`src/hw/rtl/tccw_pkg.sv`:
```
// -----------------------------------------------------------------------------
// tccw_pkg
// Types, codes and default sizes for the text console cell writer.
// -----------------------------------------------------------------------------
package tccw_pkg;

  localparam int unsigned DefColumns   = 80;
  localparam int unsigned DefRows      = 25;
  localparam int unsigned DefTabSpaces = 4;

  localparam int unsigned CharCodeW = 8;
  localparam int unsigned CellAddrW = 11;
  localparam int unsigned CellCodeW = 7;
  localparam int unsigned ColorW    = 8;

  localparam int unsigned QueueDepth = 2;

  localparam logic [CharCodeW-1:0] CharNewline   = 8'h0A;
  localparam logic [CharCodeW-1:0] CharTab       = 8'h09;
  localparam logic [CellCodeW-1:0] CellCodeSpace = 7'h20;
  localparam logic [ColorW-1:0]    ColorReset    = 8'h0A;

  typedef enum logic [1:0] {
    OP_PRINT,
    OP_TAB,
    OP_NEWLINE
  } op_kind_e;

  typedef struct packed {
    op_kind_e               kind;
    logic [CellCodeW-1:0]   code;
  } op_t;

endpackage

```
`src/hw/rtl/tccw_char_if.sv`:
```
// -----------------------------------------------------------------------------
// tccw_char_if
// Character byte channel: valid, ready and one character code.
// -----------------------------------------------------------------------------
interface tccw_char_if
  import tccw_pkg::*;
();
  logic                 valid;
  logic                 ready;
  logic [CharCodeW-1:0] char_code;

  modport source (output valid, output char_code, input ready);
  modport sink   (input valid, input char_code, output ready);
endinterface

```
`src/hw/rtl/tccw_cell_if.sv`:
```
// -----------------------------------------------------------------------------
// tccw_cell_if
// Cell write channel: valid, ready and one text memory cell write.
// -----------------------------------------------------------------------------
interface tccw_cell_if
  import tccw_pkg::*;
();
  logic                 valid;
  logic                 ready;
  logic [CellAddrW-1:0] cell_address;
  logic [CellCodeW-1:0] cell_code;
  logic [ColorW-1:0]    cell_color;
  logic                 last_write;

  modport source (
    output valid, output cell_address, output cell_code, output cell_color,
    output last_write, input ready
  );
  modport sink (
    input valid, input cell_address, input cell_code, input cell_color,
    input last_write, output ready
  );
endinterface

```
`src/hw/rtl/tccw_front.sv`:
```
// -----------------------------------------------------------------------------
// tccw_front
// Accepts character beats and sorts them into print, tab and newline ops.
// -----------------------------------------------------------------------------
module tccw_front
  import tccw_pkg::*;
(
  tccw_char_if.sink char_i,
  input  logic      q_full_i,
  output logic      push_o,
  output op_t       push_op_o
);

  logic keep;

  always_comb begin
    push_op_o.kind = OP_PRINT;
    push_op_o.code = char_i.char_code[CellCodeW-1:0];
    keep           = 1'b0;
    if (char_i.char_code == CharNewline) begin
      push_op_o.kind = OP_NEWLINE;
      keep           = 1'b1;
    end else if (char_i.char_code == CharTab) begin
      push_op_o.kind = OP_TAB;
      keep           = 1'b1;
    end else if (!char_i.char_code[7] && (char_i.char_code[6:5] != 2'b00)) begin
      // 0x20 to 0x7f
      keep = 1'b1;
    end
  end

  // ignored bytes are taken and dropped
  assign char_i.ready = !q_full_i;
  assign push_o       = char_i.valid && !q_full_i && keep;

endmodule

```
`src/hw/rtl/tccw_op_queue.sv`:
```
// -----------------------------------------------------------------------------
// tccw_op_queue
// Short register queue of classified ops between the front and back ends.
// -----------------------------------------------------------------------------
module tccw_op_queue
  import tccw_pkg::*;
(
  input  logic clk_i,
  input  logic rst_ni,
  input  logic push_i,
  input  op_t  push_op_i,
  output logic full_o,
  input  logic pop_i,
  output logic head_valid_o,
  output op_t  head_op_o
);

  localparam int unsigned PtrW = (QueueDepth > 1) ? $clog2(QueueDepth) : 1;
  localparam int unsigned CntW = $clog2(QueueDepth + 1);

  op_t             mem_q [QueueDepth];
  logic [PtrW-1:0] wr_ptr_q, wr_ptr_d, rd_ptr_q, rd_ptr_d;
  logic [CntW-1:0] cnt_q, cnt_d;
  logic            do_pop;

  assign full_o       = (cnt_q == CntW'(QueueDepth));
  assign head_valid_o = (cnt_q != '0);
  assign head_op_o    = mem_q[rd_ptr_q];
  assign do_pop       = pop_i && head_valid_o;

  always_comb begin
    wr_ptr_d = wr_ptr_q;
    rd_ptr_d = rd_ptr_q;
    cnt_d    = cnt_q;
    if (push_i) begin
      wr_ptr_d = (wr_ptr_q == PtrW'(QueueDepth - 1)) ? '0 : wr_ptr_q + 1'b1;
    end
    if (do_pop) begin
      rd_ptr_d = (rd_ptr_q == PtrW'(QueueDepth - 1)) ? '0 : rd_ptr_q + 1'b1;
    end
    if (push_i && !do_pop) begin
      cnt_d = cnt_q + 1'b1;
    end else if (!push_i && do_pop) begin
      cnt_d = cnt_q - 1'b1;
    end
  end

  always_ff @(posedge clk_i or negedge rst_ni) begin
    if (!rst_ni) begin
      wr_ptr_q <= '0;
      rd_ptr_q <= '0;
      cnt_q    <= '0;
    end else begin
      wr_ptr_q <= wr_ptr_d;
      rd_ptr_q <= rd_ptr_d;
      cnt_q    <= cnt_d;
    end
  end

  always_ff @(posedge clk_i) begin
    if (push_i) begin
      mem_q[wr_ptr_q] <= push_op_i;
    end
  end

endmodule

```
`src/hw/rtl/tccw_back.sv`:
```
// -----------------------------------------------------------------------------
// tccw_back
// Carries out queued ops: keeps the cursor and drives the cell write register.
// -----------------------------------------------------------------------------
module tccw_back
  import tccw_pkg::*;
#(
  parameter int unsigned COLUMNS    = DefColumns,
  parameter int unsigned ROWS       = DefRows,
  parameter int unsigned TAB_SPACES = DefTabSpaces
) (
  input  logic              clk_i,
  input  logic              rst_ni,
  input  logic              text_color_we_i,
  input  logic [ColorW-1:0] text_color_i,
  input  logic              head_valid_i,
  input  op_t               head_op_i,
  output logic              pop_o,
  tccw_cell_if.source       cell_o
);

  localparam int unsigned ColW  = $clog2(COLUMNS);
  localparam int unsigned RowW  = (ROWS > 1) ? $clog2(ROWS) : 1;
  localparam int unsigned AddrW = $clog2(COLUMNS * ROWS);
  localparam int unsigned TabW  = (TAB_SPACES > 1) ? $clog2(TAB_SPACES) : 1;

  logic [ColW-1:0]      col_q, col_d;
  logic [RowW-1:0]      row_q, row_d;
  logic [AddrW-1:0]     base_q, base_d;
  logic [TabW-1:0]      tab_cnt_q, tab_cnt_d;
  logic [ColorW-1:0]    color_q;

  logic                 out_valid_q;
  logic [CellAddrW-1:0] out_addr_q;
  logic [CellCodeW-1:0] out_code_q;
  logic [ColorW-1:0]    out_color_q;
  logic                 out_last_q;

  logic out_free, fire, emit, last_beat, next_row;
  logic [AddrW-1:0]     cur_addr;
  logic [CellCodeW-1:0] cur_code;

  assign out_free  = !out_valid_q || cell_o.ready;
  assign fire      = head_valid_i && ((head_op_i.kind == OP_NEWLINE) || out_free);
  assign emit      = fire && (head_op_i.kind != OP_NEWLINE);
  assign last_beat = (head_op_i.kind != OP_TAB) || (tab_cnt_q == TabW'(TAB_SPACES - 1));
  assign pop_o     = fire && last_beat;
  assign cur_addr  = base_q + AddrW'(col_q);
  assign cur_code  = (head_op_i.kind == OP_TAB) ? CellCodeSpace : head_op_i.code;

  // a newline, or a write in the last column, moves to the next row
  assign next_row = fire && ((head_op_i.kind == OP_NEWLINE) ||
                             (col_q == ColW'(COLUMNS - 1)));

  always_comb begin
    col_d     = col_q;
    row_d     = row_q;
    base_d    = base_q;
    tab_cnt_d = tab_cnt_q;
    if (next_row) begin
      col_d = '0;
      if (row_q == RowW'(ROWS - 1)) begin
        row_d  = '0;
        base_d = '0;
      end else begin
        row_d  = row_q + 1'b1;
        base_d = base_q + AddrW'(COLUMNS);
      end
    end else if (emit) begin
      col_d = col_q + 1'b1;
    end
    if (emit && (head_op_i.kind == OP_TAB)) begin
      tab_cnt_d = last_beat ? '0 : tab_cnt_q + 1'b1;
    end
  end

  always_ff @(posedge clk_i or negedge rst_ni) begin
    if (!rst_ni) begin
      col_q       <= '0;
      row_q       <= '0;
      base_q      <= '0;
      tab_cnt_q   <= '0;
      color_q     <= ColorReset;
      out_valid_q <= 1'b0;
    end else begin
      col_q     <= col_d;
      row_q     <= row_d;
      base_q    <= base_d;
      tab_cnt_q <= tab_cnt_d;
      if (text_color_we_i) begin
        color_q <= text_color_i;
      end
      if (out_free) begin
        out_valid_q <= emit;
      end
    end
  end

  always_ff @(posedge clk_i) begin
    if (emit) begin
      out_addr_q  <= CellAddrW'(cur_addr);
      out_code_q  <= cur_code;
      out_color_q <= color_q;
      out_last_q  <= last_beat;
    end
  end

  assign cell_o.valid        = out_valid_q;
  assign cell_o.cell_address = out_addr_q;
  assign cell_o.cell_code    = out_code_q;
  assign cell_o.cell_color   = out_color_q;
  assign cell_o.last_write   = out_last_q;

endmodule

```
`src/hw/rtl/text_console_cell_writer_core.sv`:
```
// -----------------------------------------------------------------------------
// text_console_cell_writer_core
// Character stream to text screen cell writes with a wrapping cursor.
// -----------------------------------------------------------------------------
// Takes one character byte per cycle. A printable byte (0x20 to 0x7f) gives
// one cell write beat, a tab gives TAB_SPACES space beats, a newline moves the
// cursor and gives none, and every other byte is dropped. The cursor wraps at
// the last column and the last row; there is no scrolling. The first beat of
// an item is held first in the op queue and then in the cell write register.
// The back end turns out one cell write per cycle while the sink is ready, so
// a tab holds it for all of its beats; a two-entry op queue keeps the input
// taking bytes during that time and stalls it only once the queue is full.
// text_color is sampled as each beat is formed.
module text_console_cell_writer_core
  import tccw_pkg::*;
#(
  parameter int unsigned COLUMNS    = DefColumns,
  parameter int unsigned ROWS       = DefRows,
  parameter int unsigned TAB_SPACES = DefTabSpaces
) (
  input  logic              clk_i,
  input  logic              rst_ni,
  input  logic              text_color_we_i,
  input  logic [ColorW-1:0] text_color_i,
  tccw_char_if.sink         char_i,
  tccw_cell_if.source       cell_o
);

  logic push, q_full, head_valid, pop;
  op_t  push_op, head_op;

  tccw_front u_front (
    .char_i    (char_i),
    .q_full_i  (q_full),
    .push_o    (push),
    .push_op_o (push_op)
  );

  tccw_op_queue u_queue (
    .clk_i        (clk_i),
    .rst_ni       (rst_ni),
    .push_i       (push),
    .push_op_i    (push_op),
    .full_o       (q_full),
    .pop_i        (pop),
    .head_valid_o (head_valid),
    .head_op_o    (head_op)
  );

  tccw_back #(
    .COLUMNS    (COLUMNS),
    .ROWS       (ROWS),
    .TAB_SPACES (TAB_SPACES)
  ) u_back (
    .clk_i           (clk_i),
    .rst_ni          (rst_ni),
    .text_color_we_i (text_color_we_i),
    .text_color_i    (text_color_i),
    .head_valid_i    (head_valid),
    .head_op_i       (head_op),
    .pop_o           (pop),
    .cell_o          (cell_o)
  );

endmodule

```
`src/flat_wrapper.sv`:
```
// flat-port wrapper written by rule: the top's interface ports become plain ports
module text_console_cell_writer_core_flat import tccw_pkg::*;
#(
  parameter int unsigned COLUMNS    = DefColumns,
  parameter int unsigned ROWS       = DefRows,
  parameter int unsigned TAB_SPACES = DefTabSpaces
)
  (clk_i, rst_ni, text_color_we_i, text_color_i, char_i_valid, char_i_char_code, char_i_ready, cell_o_valid, cell_o_cell_address, cell_o_cell_code, cell_o_cell_color, cell_o_last_write, cell_o_ready);
  tccw_char_if char_i_i ();
  tccw_cell_if cell_o_i ();
  input  logic clk_i;
  input  logic rst_ni;
  input  logic text_color_we_i;
  input  logic [ColorW-1:0] text_color_i;
  input wire logic [$bits(char_i_i.valid)-1:0] char_i_valid;
  input wire logic [$bits(char_i_i.char_code)-1:0] char_i_char_code;
  output wire logic [$bits(char_i_i.ready)-1:0] char_i_ready;
  output wire logic [$bits(cell_o_i.valid)-1:0] cell_o_valid;
  output wire logic [$bits(cell_o_i.cell_address)-1:0] cell_o_cell_address;
  output wire logic [$bits(cell_o_i.cell_code)-1:0] cell_o_cell_code;
  output wire logic [$bits(cell_o_i.cell_color)-1:0] cell_o_cell_color;
  output wire logic [$bits(cell_o_i.last_write)-1:0] cell_o_last_write;
  input wire logic [$bits(cell_o_i.ready)-1:0] cell_o_ready;
  assign char_i_i.valid = char_i_valid;
  assign char_i_i.char_code = char_i_char_code;
  assign char_i_ready = char_i_i.ready;
  assign cell_o_valid = cell_o_i.valid;
  assign cell_o_cell_address = cell_o_i.cell_address;
  assign cell_o_cell_code = cell_o_i.cell_code;
  assign cell_o_cell_color = cell_o_i.cell_color;
  assign cell_o_last_write = cell_o_i.last_write;
  assign cell_o_i.ready = cell_o_ready;
  text_console_cell_writer_core #(.COLUMNS(COLUMNS), .ROWS(ROWS), .TAB_SPACES(TAB_SPACES)) u_core (.clk_i(clk_i), .rst_ni(rst_ni), .text_color_we_i(text_color_we_i), .text_color_i(text_color_i), .char_i(char_i_i), .cell_o(cell_o_i));
endmodule
```
`config.mk`:
```
export PLATFORM = sky130hd
export DESIGN_NAME = text_console_cell_writer_core_flat
export DESIGN_NICKNAME = d
export VERILOG_FILES = /design/src/hw/rtl/tccw_pkg.sv /design/src/hw/rtl/tccw_char_if.sv /design/src/hw/rtl/tccw_cell_if.sv /design/src/hw/rtl/tccw_front.sv /design/src/hw/rtl/tccw_op_queue.sv /design/src/hw/rtl/tccw_back.sv /design/src/hw/rtl/text_console_cell_writer_core.sv /design/src/flat_wrapper.sv
export SDC_FILE = /design/constraint.sdc
export NUM_CORES = 1
export LEC_CHECK = 0
export BUFFER_PORTS_ARGS = -buffer_cell sky130_fd_sc_hd__buf_2
export CAP_MARGIN = 20
export CORE_ASPECT_RATIO = 1.1
export CORE_MARGIN = 5
export CORE_UTILIZATION = 57
export CTS_CLUSTER_DIAMETER = 30
export DETAILED_ROUTE_END_ITERATION = 8
export GPL_TIMING_DRIVEN = 0
export PLACE_DENSITY = 0.77
export SLEW_MARGIN = 20
export SYNTH_ARGS = -nofsm -noshare
export SYNTH_HDL_FRONTEND = slang
export SYNTH_SLANG_ARGS = --single-unit
```
`constraint.sdc`:
```
create_clock -name clk_i -period 3.65 [get_ports clk_i]
set_clock_uncertainty 0.2 [all_clocks]
set_input_delay 0.365 -clock clk_i [delete_from_list [all_inputs] [get_ports clk_i]]
set_output_delay 0.365 -clock clk_i [all_outputs]
set_load 0.01 [all_outputs]
```
; ---- Word level (Yosys, flattened, before mapping)
; Memory sizes are Yosys's and may differ from the RTL's.
; Cells that the tools add are included.
[totals]
output_inout_bits = 29
n_memories = 1
reg_bits = 65
elab_cells = 73
in_bits = 21
ramBits = 18
[mem_list]
columns = name, words, width, rd, rd_ports_with_merged_regs, write_ports, line
row1 = u_core.u_queue.mem_q, 2, 9, 1, 0, 1, tccw_op_queue.sv:21  ; op_t mem_q [QueueDepth];
[op_classes]
add_sub_neg = 9
reduce_logical = 24
n_eq_ne = 10
muxes = 16
[op_table]
columns = cell, n
row1 = $eq 8x4->1 const B, 2
row2 = $mux 7, 2
row3 = $add 11x7->11, 1
row4 = $add 11x7->11 const B, 1
row5 = $logic_and 1x1->1, 11
row6 = $mux 11, 1
row7 = $mux 1, 8
row8 = $mux 2, 4
row9 = $reduce_bool 2->1, 4
row10 = $add 7x1->7 const B, 1
row11 = $eq 7x7->1 const B, 1
row12 = $eq 2x2->1 const B, 3
row13 = $add 5x1->5 const B, 1
row14 = $eq 5x5->1 const B, 1
row15 = $logic_not 1->1, 5
row16 = $mux 5, 1
row17 = $add 2x1->2 const B, 2
row18 = $logic_or 1x1->1, 4
row19 = $add 1x1->1 const B, 2
row20 = $eq 2x1->1 const B, 1
row21 = $ne 2x1->1 const B, 1
row22 = $ne 2x2->1 const B, 1
row23 = $sub 2x1->2 const B, 1

; ---- Longest topological paths before layout
[depth]
depth_word = 10
ltp_mapped = 10
mapped_depth_nobuf = 8

; ---- Modules after synthesis
; A second synthesis with hierarchy kept.
[hier_totals]
hier_cells = 256
area_unflattened_um2 = 3513.4
[modules_own_cells]
columns = module, seq_area_each_um2, area_per_inst_um2, instances, cells_per_inst
row1 = tccw_back, 1564.0, 2531.2, 1, 195
row2 = tccw_op_queue, 640.6, 850.8, 1, 44
row3 = tccw_front, 0.0, 131.4, 1, 17

; ---- Worst setup path before layout
; Ideal clock, no wire load.
[synth_path]
path_type = register to register
start = register u_core.u_queue.rd_ptr_q
end = register u_core.u_back.out_addr_q[0], in the netlist u_core.u_back.cell_o.cell_address[0], enable pin
n_path_buf = 1
required_ns = 3.039
path_stages_with_launch = 5
t_arrival_ns = 2.276
synth_period_minus_slack_ns = 2.887
path_slack_ns = 0.763
setup_time_ns = 0.411
path_cell_list = dfrtp_1 and3b_2 or2_2 clkbuf_1 nor2_1
[synth_via]
elab_chain_cells = 5
elab_cells_between_ends = 6
cone_classes = eq/ne (2) / reduce/logical (3) / memory (1)
[synth_lines]
columns = item, line
row1 = start: declaration, tccw_op_queue.sv:22  ; logic [PtrW-1:0] wr_ptr_q, wr_ptr_d, rd_ptr_q, rd_ptr_d;
row2 = start signal: assignment, tccw_op_queue.sv:55  ; rd_ptr_q <= rd_ptr_d;
row3 = $mem_v2 2x9 *, n/a
row4 = $eq 2x2->1, tccw_back.sv:44  ; assign fire = head_valid_i && ((head_op_i.kind == OP_NEWLINE) || out_free);
row5 = $logic_or 1x1->1, tccw_back.sv:44
row6 = $logic_and 1x1->1, tccw_back.sv:44
row7 = $logic_and 1x1->1 *, tccw_back.sv:45  ; assign emit = fire && (head_op_i.kind != OP_NEWLINE);
row8 = named net u_core.u_back.emit, tccw_back.sv:39  ; logic out_free, fire, emit, last_beat, next_row;
row9 = end signal: assignment, tccw_back.sv:101  ; out_addr_q <= CellAddrW'(cur_addr);
row10 = end: declaration, tccw_back.sv:34  ; logic [CellAddrW-1:0] out_addr_q;
; The timed path passes the listed nets; every way through them passes the cells marked *.
; A chain may end at the register's enable or synchronous reset.

; ---- Worst setup path in the final report
[layout_path]
start = register u_core.u_queue.rd_ptr_q
end = register u_core.u_back.out_color_q[4], in the netlist u_core.u_back.cell_o.cell_color[4], enable pin
[layout_via]
elab_chain_cells = 5
elab_cells_between_ends = 6
cone_classes = eq/ne (2) / reduce/logical (3) / memory (1)
[layout_lines]
columns = item, line
row1 = $mem_v2 2x9 *, n/a
row2 = $eq 2x2->1, tccw_back.sv:44
row3 = $logic_or 1x1->1, tccw_back.sv:44
row4 = $logic_and 1x1->1, tccw_back.sv:44
row5 = $logic_and 1x1->1 *, tccw_back.sv:45
row6 = named net u_core.u_back.emit, tccw_back.sv:39
row7 = end signal: assignment, tccw_back.sv:103  ; out_color_q <= color_q;
row8 = end: declaration, tccw_back.sv:36  ; logic [ColorW-1:0] out_color_q;
; Marks and branches as above.

==> results.md <==
* Via count at 2277
* Worst setup path end: u_core.u_back.cell_o.cell_color[4]
* Asr flop ratio synth at 43.0%
* Crit path max-delay cell type: dfrtp_1
* Synth Flop Type: edfxtp_1
* Post-Place Setup Slack at 0.924 ns
* Share of cells above drive strength 1 at 27.8%
* Core area at 6120 sq um
* R2R Path Start: u_core.u_queue.rd_ptr_q
* Design Area, Final at 4150 sq um
* Max Clk Rate at 426 MHz
* Final period utilization at 64.3%
* Area Growth Syn to Fin at 17.1%
* Clk sinks at 79
* CP bufs+invs at 2
* Grt ovf at 0
* Final Routed Wirelength at 6360 um
* Leakage power at 1.72 nW
* Cell Chain, Critical Path: and3b_2 -> or2_2 -> clkbuf_1 -> nor2_4 -> buf_16
* Critical path launch point type: register
* CP Data Arrival Time at 2.21 ns
* Fin. max-slew vios at 0
* Total CTS buffers at 9
* Initial antenna violation count at 0
* Hold Slack at 0.00838 ns
* Worst Path Max Fanout at 16
* Final core occ at 67.8%
* Worst VDD drop at 0.442 mV
* Syn Inst Count at 269
* Seq cells post-synth at 79
* Yosys Warn Count at 0
* Reg2Reg Setup Slack at 1.30 ns
* DRC at 0
* Initial DRC count at 101
* Largest net degree at the start of global routing at 35
* CTS tree: built
* Root buf cell: clkbuf_8
* Pre-Repair DR Iteration Count at 4
* # IOs at 50
* Seq/Total Area, Yosys at 62.2%
* I/O Buffers at 48
* Status: complete, no violations
* Final hold vios at 0
* Clk buf depth at 2
* Syn nets at 300
* Htree depth at 3
* Dpl hpwl at 4520 um
* Crit path required time at 3.52 ns
* Most frequent cells in the layout: buf_2 (51), edfxtp_1 (45), dfrtp_1 (32)
* Slew headroom at 48.6%
* Commonest non-fill, non-tap cell in the layout: buf_2
* Die W at 85.2 um
* Worst r2r path cells at 5
* Synth Cell Area at 3540 sq um
* Row cnt at 30
* Final worst setup slack at 1.30 ns
* Post-synthesis average cell area at 13.2 sq um
* Final min period at 2.35 ns
* CP delay by family, top: simple AND/OR/NAND/NOR gates
* CP max stage delay at 0.43 ns
* Setup violations, final at 0
* DP Area at 3920 sq um
* Post-CTS setup buffers at 0
* Clock-pin slew on the worst setup and hold paths at 0.08 ns
* Least-Margin Pin Slew at 0.770 ns
* WS Path Type: register to register
* Die H at 92.7 um
* RSZ-0062 raised after global routing: no
* Worst reg2reg endpoint: u_core.u_back.cell_o.cell_color[4]
* GRT Util Overall at 17.4%
* Vias per inst at 5.49
* Fill cells at 435
* Post-synth EDFFs at 45
* Critical Path End Type: register
* Clock Latency Late Sink at 0.35 ns
* Starting Density at 57.9%
* RePlAce Congestion at 0.758
* First-pass GRT wire length at 10700 um
* Nets at 361
* ANT nets after route at 0
* Setup Total Neg Slack at 0 ns
* Max Cap Viol at 0
* Vias in the first global route at 2341
* Pwr dens at 805 nW/um^2
* Die footprint at 7900 sq um
* Worst hold path type: input pin to register
* Worst setup path startpoint: u_core.u_queue.rd_ptr_q
* Ant. Diodes at 0
* Unique cell type count in the Yosys netlist at 52
* Levels on crit path at 5
* WL per Instance at 15.3 um
cells in the mapped netlist, types with 6 or more instances:
cell type	count	area share, %
a21oi_1	12	1.7
edfxtp_1	45	38
nand2_1	16	1.7
xnor2_1	6	1.5
o21ai_0	11	1.6
ha_1	10	3.5
nand3_1	6	0.85
inv_1	8	0.85
mux2i_1	10	2.8
nor2_1	20	2.1
dfrtp_1	32	23
xor2_1	9	2.2
mux2_2	11	3.5
layout make-up:
class,count,area (sq um),share of cell area [%]
Sequential cell,79,2200,53.1
Multi-Input combinational cell,173,1270,30.6
Timing Repair Buffer,50,278,6.69
Clock buffer,9,124,2.99
Tap cell,80,100,2.41
Clock inverter,7,96.3,2.32
Buffer,9,45.0,1.09
Inverter,8,30.0,0.724
worst reg2reg max path, delay by kind of cell, from the launching register on:
family                 cells  cell delay, ns
DFF                        1            0.43
buffers and inverters      2            0.44
and+or+nand+nor            3            0.98
flip-flops by register name, summed over array words and instances, names as in the netlist:
signal / cells
u_core.u_back.cell_o.valid: 1
u_core.u_queue.wr_ptr_q: 1
u_core.u_back.row_q: 5
u_core.u_back.color_q: 8
u_core.u_back.tab_cnt_q: 2
u_core.u_queue.mem_q: 18
u_core.u_back.cell_o.cell_code: 7
u_core.u_back.cell_o.cell_address: 11
u_core.u_queue.cnt_q: 2
u_core.u_back.cell_o.last_write: 1
u_core.u_queue.rd_ptr_q: 1
u_core.u_back.base_q: 7
u_core.u_back.cell_o.cell_color: 8
u_core.u_back.col_q: 7
kinds of logic (layout without fill, tap and decap cells):
kind of cell | Yosys count | count (layout) | synth area share [%]
flops | 79 | 79 | 62.2
simple gates | 78 | 78 | 12.2
compound gates | 48 | 48 | 9.78
mux | 21 | 21 | 6.32
buf+inv | 17 | 83 | 2.12
xor+xnor | 15 | 15 | 3.71
fa+ha+maj | 10 | 10 | 3.53
other cells | 1 | 1 | 0.106
report_power, final:
| part | switching (W) | internal [W] |
|---|---|---|
| sequential | 0.000166 | 0.00131 |
| clock | 0.000325 | 0.000386 |
| combinational | 0.000658 | 0.000491 |
through the flow:
step	total power (W)	cells
floorplan	0.00224	269
global placement	0.00255	397
detailed placement	0.00265	398
CTS	0.00337	415
global route	0.00355	415
finish	0.00334	415
per-layer routing:
layer  vias to the layer above  routed length [um]  GRT usage [%]
met5                         -                   0              0
met4                         0                 131           8.31
li1                       1109                   -              -
met3                        11                 366           4.18
met1                      1102                2620           20.2
met2                        55                3240           30.0
worst min path at each step:
stage | to | startpoint | slack [ns] | cells after the start
6_report | u_core.u_queue.mem_q[1][4] | char_i_char_code[4] | 0.008 | 1
5_1_grt | u_core.u_queue.mem_q[0][4] | char_i_char_code[4] | 0.005 | 1
4_1_cts | u_core.u_queue.mem_q[1][4] | char_i_char_code[4] | 0.001 | 1
3_5_place_dp | u_core.u_back.cell_o.cell_color[2] | u_core.u_back.color_q[2] | 0.23 | 0
3_3_place_gp | u_core.u_back.cell_o.cell_color[2] | u_core.u_back.color_q[2] | 0.23 | 0
2_1_floorplan | u_core.u_back.base_q[10] | rst_ni | -0.13 | 0
what timing repair did:
action	4_1_cts	5_1_grt
gates resized for setup	0	0
hold buffers	1	0
hold endpoints to repair	32	0
Power figures use the tool's default switching activity.
